File: config.mk
export PLATFORM = sky130hd
export DESIGN_NAME = sonar_ascii_range_frame_parser_unit
export DESIGN_NICKNAME = d
export VERILOG_FILES = /design/src/sarfp_pkg.sv /design/src/sarfp_frame_parser.sv /design/src/sonar_ascii_range_frame_parser_unit.sv
export SDC_FILE = /design/constraint.sdc
export NUM_CORES = 1
export LEC_CHECK = 0
export ABC_AREA = 1
export ABC_CLOCK_PERIOD_IN_PS = 7750
export BUFFER_PORTS_ARGS = -buffer_cell sky130_fd_sc_hd__buf_2
export CAP_MARGIN = 40
export CORE_MARGIN = 4
export CORE_UTILIZATION = 55
export CTS_CLUSTER_SIZE = 30
export DETAILED_ROUTE_END_ITERATION = 8
export GPL_ROUTABILITY_DRIVEN = 0
export HOLD_SLACK_MARGIN = 0.06
export PLACE_DENSITY = 0.79
export SYNTH_ARGS = -nofsm -noshare
export SYNTH_HDL_FRONTEND = slang
export SYNTH_SLANG_ARGS = --single-unit
File: constraint.sdc
create_clock -name clk -period 7.75 [get_ports clk]
set_clock_uncertainty 0.2 [all_clocks]
set_input_delay 0.3875 -clock clk [delete_from_list [all_inputs] [get_ports clk]]
set_output_delay 0.3875 -clock clk [all_outputs]
set_load 0.05 [all_outputs]
File: src/sarfp_pkg.sv
// Shared types and constants for the sonar ASCII range frame parser.
package sarfp_pkg;

  localparam int DIST_W = 10;
  localparam int AGE_W  = 8;
  localparam int BYTE_W = 8;
  localparam int IDX_W  = 2;

  localparam logic [BYTE_W-1:0] SYNC_BYTE = 8'h52;
  localparam logic [BYTE_W-1:0] CHAR_0    = 8'h30;
  localparam logic [BYTE_W-1:0] CHAR_9    = 8'h39;

  localparam logic [DIST_W-1:0] ACC_MAX = 10'd1023;
  localparam logic [AGE_W-1:0]  AGE_MAX = 8'd255;

  localparam logic CMD_BYTE   = 1'b0;
  localparam logic CMD_SAMPLE = 1'b1;

  localparam logic [IDX_W-1:0] REG_MIN_DISTANCE = 2'd0;
  localparam logic [IDX_W-1:0] REG_MAX_DISTANCE = 2'd1;
  localparam logic [IDX_W-1:0] REG_STALE_LIMIT  = 2'd2;

  localparam logic [DIST_W-1:0] MIN_DISTANCE_RESET = 10'd0;
  localparam logic [DIST_W-1:0] MAX_DISTANCE_RESET = 10'd999;
  localparam logic [AGE_W-1:0]  STALE_LIMIT_RESET  = 8'd5;

  typedef struct packed {
    logic              cmd;
    logic [BYTE_W-1:0] rx_byte;
  } in_item_t;

  typedef struct packed {
    logic [DIST_W-1:0] distance_cm;
    logic              healthy;
  } out_item_t;

  // A finished frame, handed from the byte parser to the sample logic.
  typedef struct packed {
    logic              valid;
    logic [DIST_W-1:0] value;
  } commit_t;

endpackage

File: src/sarfp_frame_parser.sv
// Byte-level frame parser: sync on 'R', accumulate decimal digits, commit on terminator.
module sarfp_frame_parser import sarfp_pkg::*; #(
  parameter int DIGIT_COUNT = 3
) (
  input  logic              clk,
  input  logic              rst,
  input  logic              byte_valid,
  input  logic [BYTE_W-1:0] rx_byte,
  output commit_t           commit
);

  localparam int POS_W = $clog2(DIGIT_COUNT + 2);
  localparam logic [POS_W-1:0] POS_IDLE = '0;
  localparam logic [POS_W-1:0] POS_LAST_DIGIT = POS_W'(DIGIT_COUNT);
  localparam logic [POS_W-1:0] POS_TERM = POS_W'(DIGIT_COUNT + 1);

  logic [POS_W-1:0]  frame_position;
  logic [DIST_W-1:0] digit_accumulator;
  logic              digits_stopped;

  logic [POS_W-1:0]  frame_position_next;
  logic [DIST_W-1:0] digit_accumulator_next;
  logic              digits_stopped_next;

  logic              is_digit;
  logic [3:0]        digit_value;
  logic [DIST_W+3:0] acc_times_ten;
  logic [DIST_W+3:0] acc_sum;

  assign is_digit    = (rx_byte >= CHAR_0) && (rx_byte <= CHAR_9);
  assign digit_value = 4'(rx_byte - CHAR_0);
  // Multiply by ten as two shifts and an add.
  assign acc_times_ten = ({4'd0, digit_accumulator} << 3) + ({4'd0, digit_accumulator} << 1);
  assign acc_sum       = acc_times_ten + {{DIST_W{1'b0}}, digit_value};

  assign commit.valid = byte_valid && (frame_position == POS_TERM);
  assign commit.value = digit_accumulator;

  always_comb begin
    frame_position_next    = frame_position;
    digit_accumulator_next = digit_accumulator;
    digits_stopped_next    = digits_stopped;
    if (byte_valid) begin
      if (frame_position == POS_IDLE) begin
        if (rx_byte == SYNC_BYTE) begin
          frame_position_next    = POS_W'(1);
          digit_accumulator_next = '0;
          digits_stopped_next    = 1'b0;
        end
      end else if (frame_position <= POS_LAST_DIGIT) begin
        if (!digits_stopped && is_digit) begin
          if (acc_sum > {4'd0, ACC_MAX}) begin
            digit_accumulator_next = ACC_MAX;
          end else begin
            digit_accumulator_next = acc_sum[DIST_W-1:0];
          end
        end else begin
          digits_stopped_next = 1'b1;
        end
        frame_position_next = frame_position + POS_W'(1);
      end else begin
        frame_position_next    = POS_IDLE;
        digit_accumulator_next = '0;
        digits_stopped_next    = 1'b0;
      end
    end
  end

  always_ff @(posedge clk) begin
    if (rst) begin
      frame_position    <= POS_IDLE;
      digit_accumulator <= '0;
      digits_stopped    <= 1'b0;
    end else begin
      frame_position    <= frame_position_next;
      digit_accumulator <= digit_accumulator_next;
      digits_stopped    <= digits_stopped_next;
    end
  end

endmodule

File: src/sonar_ascii_range_frame_parser_unit.sv
// Top level of the sonar ASCII range frame parser.
// Each input word is either one received serial byte (cmd 0) or a sample request (cmd 1);
// a word is taken every cycle that in_stall is low, and only sample requests produce an
// output word, which is registered. Frames are 'R', DIGIT_COUNT ASCII digits and any
// terminator byte; digits accumulate until the first non-digit and the terminator commits the
// value as the latest distance and clears the age. A sample returns the latest distance clamped
// to [min_distance_cm, max_distance_cm] and a healthy flag that requires the raw distance to be
// within the limits and the age (samples since the last frame, saturating at 255) to be no more
// than stale_limit. A result register plus one skid register let the block keep taking words
// while a result waits; in_stall rises only when both are occupied. Configuration registers
// (index 0 min, 1 max, 2 stale limit) are always ready and should be written while idle.
module sonar_ascii_range_frame_parser_unit import sarfp_pkg::*; #(
  parameter int DIGIT_COUNT = 3
) (
  input  logic              clk,
  input  logic              rst,
  input  logic              in_valid,
  output logic              in_stall,
  input  in_item_t          in_data,
  output logic              out_valid,
  input  logic              out_stall,
  output out_item_t         out_data,
  input  logic              cfg_valid,
  output logic              cfg_ready,
  input  logic [IDX_W-1:0]  cfg_index,
  input  logic [DIST_W-1:0] cfg_data
);

  logic [DIST_W-1:0] min_distance_cm;
  logic [DIST_W-1:0] max_distance_cm;
  logic [AGE_W-1:0]  stale_limit;
  logic [DIST_W-1:0] last_distance;
  logic [AGE_W-1:0]  sample_age;

  logic      skid_valid;
  out_item_t skid_data;

  logic      in_accept;
  logic      byte_accept;
  logic      sample_accept;
  logic      out_free;
  commit_t   commit;
  out_item_t result;
  logic      below_min;
  logic      above_max;

  assign cfg_ready     = 1'b1;
  assign in_stall      = skid_valid;
  assign in_accept     = in_valid && !in_stall;
  assign byte_accept   = in_accept && (in_data.cmd == CMD_BYTE);
  assign sample_accept = in_accept && (in_data.cmd == CMD_SAMPLE);
  assign out_free      = !out_valid || !out_stall;

  sarfp_frame_parser #(
    .DIGIT_COUNT(DIGIT_COUNT)
  ) u_parser (
    .clk        (clk),
    .rst        (rst),
    .byte_valid (byte_accept),
    .rx_byte    (in_data.rx_byte),
    .commit     (commit)
  );

  assign below_min = last_distance < min_distance_cm;
  assign above_max = last_distance > max_distance_cm;

  always_comb begin
    if (below_min) begin
      result.distance_cm = min_distance_cm;
    end else if (above_max) begin
      result.distance_cm = max_distance_cm;
    end else begin
      result.distance_cm = last_distance;
    end
    result.healthy = !below_min && !above_max && (sample_age <= stale_limit);
  end

  always_ff @(posedge clk) begin
    if (rst) begin
      min_distance_cm <= MIN_DISTANCE_RESET;
      max_distance_cm <= MAX_DISTANCE_RESET;
      stale_limit     <= STALE_LIMIT_RESET;
    end else if (cfg_valid && cfg_ready) begin
      case (cfg_index)
        REG_MIN_DISTANCE: min_distance_cm <= cfg_data;
        REG_MAX_DISTANCE: max_distance_cm <= cfg_data;
        REG_STALE_LIMIT:  stale_limit     <= cfg_data[AGE_W-1:0];
        default: ;
      endcase
    end
  end

  always_ff @(posedge clk) begin
    if (rst) begin
      last_distance <= '0;
      sample_age    <= AGE_MAX;
    end else if (commit.valid) begin
      last_distance <= commit.value;
      sample_age    <= '0;
    end else if (sample_accept && (sample_age != AGE_MAX)) begin
      sample_age <= sample_age + AGE_W'(1);
    end
  end

  // Output register with one skid entry; the skid fills only when the output is held.
  always_ff @(posedge clk) begin
    if (rst) begin
      out_valid  <= 1'b0;
      skid_valid <= 1'b0;
    end else if (out_free) begin
      if (skid_valid) begin
        out_valid  <= 1'b1;
        skid_valid <= 1'b0;
      end else begin
        out_valid <= sample_accept;
      end
    end else if (sample_accept) begin
      skid_valid <= 1'b1;
    end
  end

  always_ff @(posedge clk) begin
    if (out_free) begin
      if (skid_valid) begin
        out_data <= skid_data;
      end else if (sample_accept) begin
        out_data <= result;
      end
    end else if (sample_accept) begin
      skid_data <= result;
    end
  end

endmodule

==> Implementation_results.wiki, run 1 <==
{| class="wikitable"
! Metric !! Value
|-
| Hold-critical path endpoint || max_distance_cm[9]
|-
| Top post-synthesis cells by area || dfxtp_1 25%, edfxtp_1 13%, ha_1 12%
|-
| Number of vias in the routed layout || 4,238
|-
| Post-route core utilization || 0.6211
|-
| Number of instances resized during post-cts repair || 0
|-
| Part of the power in the clock network || 0.294
|-
| Buffers on Ports || 38
|-
| Peak Freq || 348.8 MHz
|-
| Number of setup buffers added after CTS || 0
|-
| Hold Violations, Final || 0
|-
| Run status || finished, final reports clean
|-
| Hold path cells || 3
|-
| Sequential fraction of the synthesis area || 0.3875
|-
| I/O pins || 40
|-
| Worst slew margin || 0.5163
|-
| Number of standard cells after synthesis || 643
|-
| Top library cells by usage in the layout, fill and taps aside || 155 x nand2_1, 79 x inv_1, 62 x a21oi_1, 62 x dfxtp_1, 49 x ha_1
|-
| Chip Width || 102.5 um
|-
| Switching share of power || 0.3220
|-
| Kind of cell with the highest combined delay on the critical path || adder cells
|-
| Final setup violation count || 0
|-
| Sum of negative setup slack || 0 ps
|-
| Highest fanout seen on the critical path || 10
|-
| Delay of the slowest cell on the worst path || 520 ps
|-
| Average wire per cell in the routed design || 13.07 um
|-
| Total routing resource utilization after global routing || 0.2043
|-
| Final clock period utilization by the worst path || 0.3699
|-
| Wire length after detailed routing || 10,340 um
|-
| Syn_nets || 720
|-
| Die Ht || 102.5 um
|-
| Top cell type by total area after synthesis || dfxtp_1
|-
| Setup repair after global routing missed its margin || no
|-
| Post-CTS Hold Fix Bufs || 0
|-
| Floorplan Core Area || 0.008721 sq mm
|-
| Number of global-route vias before repair || 3,952
|-
| Hold Startpoint || cfg_data[9]
|-
| Number of antenna violations at the first check in global routing || 0
|-
| Average footprint of a synthesized cell || 7.634 sq um
|-
| Share of the synthesized area in the top cell type || 0.2529
|-
| Number of buffers created by CTS || 9
|-
| Largest net degree at the start of global routing || 49
|-
| Number of H-tree levels || 3
|-
| Number of rows in the core area || 34
|-
| Peak supply drop || 117.3 uV
|-
| Combinational Power Share || 0.252
|-
| Die Area || 0.01050 sq mm
|-
| Detailed Route Iter0 Violations || 254
|-
| Cells along the critical path || fa_1 -> fa_1 -> nand3_1 -> nand3_1 -> nand2_1 -> nand2_1 -> nand2_1 -> nand2_1 -> nor2_2 -> nand3_1 -> nand2_1 -> a21oi_1
|-
| Critical register-to-register path endpoint || u_parser.digit_accumulator[7]
|-
| Actual transition at the worst max-transition pin || 723.5 ps
|-
| Sink Count || 84
|-
| Post-synthesis cell type count || 38
|-
| Effective utilization at floorplan || 0.5628
|-
| Cell type of the slowest stage on the worst timing path || fa_1
|-
| Flop pwr share || 0.454
|-
| Worst reg2reg startpoint || u_parser.digit_accumulator[0]
|-
| DRC violation count after routing || 0
|-
| Final HPWL from detailed placement || 8179 um
|-
| Initial DRT Pass Iterations || 5
|-
| Max Cap Violations || 0
|-
| Buffer cell driving the clock tree root || clkbuf_8
|-
| Worst EP arrival || 2900 ps
|-
| Critical Path Start Type || flip-flop
|-
| TritonCTS clock tree || yes
|-
| Yosys warns || 0
|-
| Cell occurring most often along the worst timing path || nand2_1
|-
| Buffer and inverter count on the worst path || 0
|-
| Required @ worst endpoint || 7780 ps
|-
| Aggregate global routing overflow || 0
|-
| Net count reported at finish || 755
|-
| Leakage power of the design || 2.660 nW
|-
| Number of antenna-violating nets in the routed design || 0
|-
| Areal power density over the cells || 214.1 mW/mm^2
|-
| Relative area change from synthesis to final layout || 10.35%
|-
| Net switching power figure || 0.3734 mW
|-
| Worst reg2reg setup slack || 4880 ps
|-
| Crit path kind || reg -> reg
|-
| Clock Path Buffers || 2
|-
| P_int || 0.7862 mW
|-
| Number of storage elements in the synthesis netlist || 84
|-
| Count of cells along the worst register-to-register path || 12
|-
| Antenna diode count || 0
|-
| Clk Latency, worst-skew pair || 360 ps
|-
| Most common library cell in the layout ignoring fill and taps || nand2_1
|-
| Class of the worst hold path || in -> reg
|-
| Minimum period implied by the final worst setup slack || 2867 ps
|-
| Share of post-route cells with drive strength above 1 || 0.1113
|-
| Count of final max-slew check failures || 0
|-
| First-pass GRT wire length || 17,400 um
|-
| Endpoint class of the critical path || flip-flop
|-
| Total standard cell area after synthesis || 0.004908 sq mm
|-
| CTS clock-pin slew for the worst setup and hold paths || 80 ps
|-
| Vias per inst || 5.358
|}
worst reg2reg max path: stages, from the launching register on:
cell and delay (ps):
dfxtp_1 440, fa_1 500, fa_1 530, nand3_1 140, nand3_1 110, nand2_1 100
nand2_1 60, nand2_1 50, nand2_1 50, nor2_2 310, nand3_1 110, nand2_1 90
a21oi_1 60
layer usage:
layer,wire (um),share of wire,global-route usage,up-vias
met3,398,0.039,0.03686,17
met4,166,0.016,0.05752,0
li1,-,-,-,2216
met5,0,0,0,-
met1,4805,0.46,0.2633,1915
met2,4966,0.48,0.3505,90
power groups by stage:
stage | clock network (mW) | registers [mW] | logic [mW]
after floorplan | 0 | 0.550 | 0.209
after global placement | 0 | 0.534 | 0.275
after detailed placement | 0 | 0.535 | 0.290
after CTS | 0.344 | 0.525 | 0.292
after global routing | 0.365 | 0.532 | 0.338
final | 0.341 | 0.526 | 0.293
per-stage QoR:
| step | power [mW] | hold WS, ps | instance area [sq um] | setup WS, ps | std cells |
|---|---|---|---|---|---|
| 2_1_floorplan | 0.7584 | 229.7 | 4908 | 5139 | 643 |
| 3_3_place_gp | 0.8099 | 243.9 | 5192 | 4877 | 774 |
| 3_5_place_dp | 0.8258 | 247.6 | 5200 | 4786 | 775 |
| 4_1_cts | 1.161 | 67.65 | 5416 | 4906 | 791 |
| 5_1_grt | 1.235 | 91.83 | 5416 | 4649 | 791 |
| 6_report | 1.160 | 72.72 | 5416 | 4883 | 791 |
synthesized netlist by cell type:
library cell / instances
a211oi_1: 2
a21boi_0: 9
a21boi_1: 2
a21oi_1: 62
a21oi_2: 1
a221o_1: 1
a31oi_1: 2
buf_2: 2
buf_4: 1
clkbuf_1: 16
clkinv_1: 1
conb_1: 1
dfxtp_1: 62
edfxtp_1: 22
fa_1: 2
ha_1: 49
inv_1: 79
inv_2: 9
nand2_1: 155
nand3_1: 41
nand4_1: 5
nor2_1: 28
nor2_2: 2
nor3_1: 7
nor3_2: 3
nor3_4: 1
nor4_1: 1
nor4_4: 1
o211ai_1: 12
o21a_1: 2
o21ai_0: 24
o21ai_1: 27
o311ai_1: 1
o31a_1: 1
or2_1: 1
or2_4: 1
xnor2_1: 5
xor2_1: 2
cell type report:
| cell class | count | area [sq um] |
|---|---|---|
| fill | 740 | 3304 |
| multi-input combinational | 451 | 2601 |
| sequential | 84 | 1902 |
| inverter | 89 | 334.1 |
| timing repair buffer | 43 | 227.7 |
| tap | 108 | 135.1 |
| clock buffer | 10 | 127.6 |
| clock inverter | 6 | 88.84 |
worst max-delay path by stage:
stage / startpoint / end / slack [ps] / depth (start not counted)
3_3_place_gp: in_data[3] / u_parser.digit_accumulator[1] / 4880 / 13
6_report: u_parser.digit_accumulator[0] / u_parser.digit_accumulator[7] / 4880 / 12
2_1_floorplan: in_data[3] / u_parser.digit_accumulator[0] / 5140 / 12
4_1_cts: u_parser.digit_accumulator[0] / u_parser.digit_accumulator[7] / 4910 / 12
5_1_grt: u_parser.digit_accumulator[0] / u_parser.digit_accumulator[1] / 4650 / 12
3_5_place_dp: in_data[3] / u_parser.digit_accumulator[1] / 4790 / 13
registers in the layout, summed over array words and instances (netlist names):
| name | cells |
|---|---|
| in_stall | 1 |
| min_distance_cm | 10 |
| max_distance_cm | 10 |
| sample_age | 8 |
| u_parser.digit_accumulator | 10 |
| u_parser.digits_stopped | 1 |
| out_valid | 1 |
| skid_data | 11 |
| last_distance | 10 |
| out_data | 11 |
| stale_limit | 8 |
| u_parser.frame_position | 3 |
logic make-up after synthesis:
logic type      synth area share
fa+ha+maj                 0.1331
buf+inv                  0.08386
compound gates            0.1665
simple gates              0.2159
xor+xnor                 0.01249
other cells            0.0007640
flops                     0.3875
No activity file was read; power rests on OpenSTA's default activity.
==> run 2, diff against run 1 <==
ABC_CLOCK_PERIOD_IN_PS = 2700   (was 7750)
clock period = 2.7 ns   (was 7.75 ns; I/O delays follow)
==> run 2 against run 1 <==
Effect of this change: routed wire length rose by 11%; setup slack got worse by 4700 ps; first-iteration DRC count rose by 2.4%; fmax rose by 13%; clock power rose to 2.9 times the previous value; via count rose by 6.6%; highest routed layer unchanged; critical path type unchanged; register-to-register slack got worse by 4700 ps; critical path depth fell by 1; die area did not move.
==> Implementation_results.wiki, run 2 (synthesis results as in run 1) <==
{| class="wikitable"
! Metric !! Value
|-
| Number of antenna violations at the first check in global routing || 0 (unchanged)
|-
| I/O pins || 40 (unchanged)
|-
| Cells along the critical path || ha_1 -> ha_1 -> nand2_1 -> nor2_1 -> nand3_1 -> nand4_1 -> nand2_1 -> nor2_4 -> nand3_1 -> nand2_1 -> a21oi_1
|-
| Sum of negative setup slack || 0 ps (unchanged)
|-
| Run status || finished, final reports clean
|-
| Die Ht || 102.5 um (unchanged)
|-
| Aggregate global routing overflow || 0 (unchanged)
|-
| Clock Path Buffers || 2 (unchanged)
|-
| Final clock period utilization by the worst path || 0.9412 (+0.5712)
|-
| Number of global-route vias before repair || 4,269 (+8.0%)
|-
| Final setup violation count || 0 (unchanged)
|-
| Number of vias in the routed layout || 4,518 (+6.6%)
|-
| Average wire per cell in the routed design || 14.11 um (+7.9%)
|-
| Worst slew margin || 0.5518 (+0.03551)
|-
| Buffers on Ports || 38 (unchanged)
|-
| Cell type of the slowest stage on the worst timing path || dfxtp_1
|-
| Count of final max-slew check failures || 0 (unchanged)
|-
| Wire length after detailed routing || 11,510 um (+11%)
|-
| Final instance area || 0.005684 sq mm (+4.9%)
|-
| Worst EP arrival || 2590 ps (-310 ps)
|-
| Chip Width || 102.5 um (unchanged)
|-
| Effective utilization at floorplan || 0.5628 (unchanged)
|-
| CTS clock-pin slew for the worst setup and hold paths || 90 ps (about the same)
|-
| Clk Latency, worst-skew pair || 370 ps (about the same)
|-
| Number of rows in the core area || 34 (unchanged)
|-
| Leading registers by flop count || out_data (11), skid_data (11)
|-
| TritonCTS clock tree || yes
|-
| Share of post-route cells with drive strength above 1 || 0.1299 (+0.01867)
|-
| DRC violation count after routing || 0 (unchanged)
|-
| Detailed Route Iter0 Violations || 260 (+2.4%)
|-
| Initial DRT Pass Iterations || 6 (+1)
|-
| Net count reported at finish || 780 (+3.3%)
|-
| Hold Violations, Final || 0 (unchanged)
|-
| Number of setup buffers added after CTS || 0 (unchanged)
|-
| Peak Freq || 393.5 MHz (+13%)
|-
| Final HPWL from detailed placement || 8491 um (+3.8%)
|-
| Vias per inst || 5.537 (+3.3%)
|-
| Top library cells by usage in the layout, fill and taps aside || 153 x nand2_1, 79 x inv_1, 62 x a21oi_1, 61 x dfxtp_1, 47 x ha_1
|-
| Placement-stage cell area || 0.005238 sq mm (+0.72%)
|-
| First-pass GRT wire length || 19,020 um (+9.3%)
|-
| Actual transition at the worst max-transition pin || 667.8 ps (-55.72 ps)
|-
| Highest fanout seen on the critical path || 10 (unchanged)
|-
| Peak supply drop || 287.8 uV (+150%)
|-
| Delay of the slowest cell on the worst path || 410 ps (-110 ps)
|-
| Number of antenna-violating nets in the routed design || 0 (unchanged)
|-
| Required @ worst endpoint || 2750 ps (-5030 ps)
|-
| Max Cap Violations || 0 (unchanged)
|-
| Fill cell instance count of the final layout || 706 (-4.6%)
|-
| Total routing resource utilization after global routing || 0.2274 (+0.02312)
|-
| Antenna diode count || 0 (unchanged)
|-
| Relative area change from synthesis to final layout || 15.80%
|-
| Endpoint class of the critical path || flip-flop
|-
| Cell occurring most often along the worst timing path || nand2_1
|-
| Minimum period implied by the final worst setup slack || 2541 ps (-325.7 ps)
|-
| Hold Worst Slack || 98.93 ps (+26.21 ps)
|-
| Largest net degree at the start of global routing || 46 (-6.1%)
|-
| Die Area || 0.01050 sq mm (unchanged)
|-
| Sink Count || 84 (unchanged)
|-
| Most common library cell in the layout ignoring fill and taps || nand2_1
|-
| Leakage power of the design || 2.776 nW (+4.4%)
|-
| Number of buffers created by CTS || 9 (unchanged)
|-
| Areal power density over the cells || 594.1 mW/mm^2 (+180%)
|-
| Buffer cell driving the clock tree root || clkbuf_8
|-
| Critical Path Start Type || flip-flop
|-
| Crit path kind || reg -> reg
|-
| Post-layout power || 3.377 mW (+190%)
|-
| Floorplan Core Area || 0.008721 sq mm (unchanged)
|-
| Number of H-tree levels || 3 (unchanged)
|-
| Class of the worst hold path || in -> reg
|}
## run 2: cell count changes in the layout (fill, tap and decap cells not counted), moves of 2 or more
| cell | previous run | this run |
|---|---|---|
| dlygate4sd3_1 | 0 | 19 |
| buf_4 | 5 | 10 |
| nor2_4 | 0 | 3 |
| fa_1 | 2 | 0 |
| fa_2 | 0 | 2 |
| ha_1 | 49 | 47 |
| ha_2 | 0 | 2 |
| inv_6 | 0 | 2 |
| nand2_1 | 155 | 153 |
| nand2_2 | 0 | 2 |
## run 2: metrics by stage
step                      setup WS [ps]    util  cells
after floorplan                   155.6       -    643
after global placement           -8.032  0.6006    780
after detailed placement         -93.61  0.6006    780
after CTS                         2.008  0.6484    815
after global routing             -44.28  0.6518    816
final                             158.9  0.6518    816
## run 2: layout make-up
cell class / instances / area, sq um / share of cell area
clock buffers: 10 / 148.9 / 0.02619
clock inverters: 6 / 67.56 / 0.01189
inverters: 89 / 334.1 / 0.05877
multi-input cells: 452 / 2640 / 0.4645
flip-flops and latches: 84 / 1903 / 0.3348
well taps: 108 / 135.1 / 0.02377
repair buffers: 67 / 455.4 / 0.08012
## run 2: repair_timing
action                                  in CTS  in global routing
endpoints found under the hold margin       44                  0
endpoints found under the setup margin      10                 10
pin swaps                                    0                  1
gates cloned                                 0                  1
gates resized for setup                      2                  9
hold buffers                                19                  0
## run 2: worst max-delay path: cells and delay by family (launching register included)
| kind | cells | cell delay (ps) |
|---|---|---|
| and+or+nand+nor | 8 | 1120 |
| adders and majority gates | 2 | 630 |
| DFF | 1 | 410 |
| AOI/OAI and AO/OA | 1 | 60 |
## run 2: final timing paths
check             slack [ps]                     startpoint                            end  depth (start not counted)
hold reg to reg          260        u_parser.digits_stopped        u_parser.digits_stopped                          2
hold / removal           100                     in_data[7]     u_parser.frame_position[0]                          6
setup reg to reg         160  u_parser.digit_accumulator[6]  u_parser.digit_accumulator[1]                         11
setup / recovery         160  u_parser.digit_accumulator[6]  u_parser.digit_accumulator[1]                         11
## run 2: routing by layer
layer	wire length [um]	GRT usage
met1	4735	0.2778
met2	5698	0.3893
met3	785	0.04369
met4	291	0.09788
met5	0	0
## run 2: power by group
group | switching (mW) | internal (mW)
Clock | 0.486 | 0.491
Sequential | 0.0946 | 1.42
Combinational | 0.547 | 0.338
Total | 1.13 | 2.25
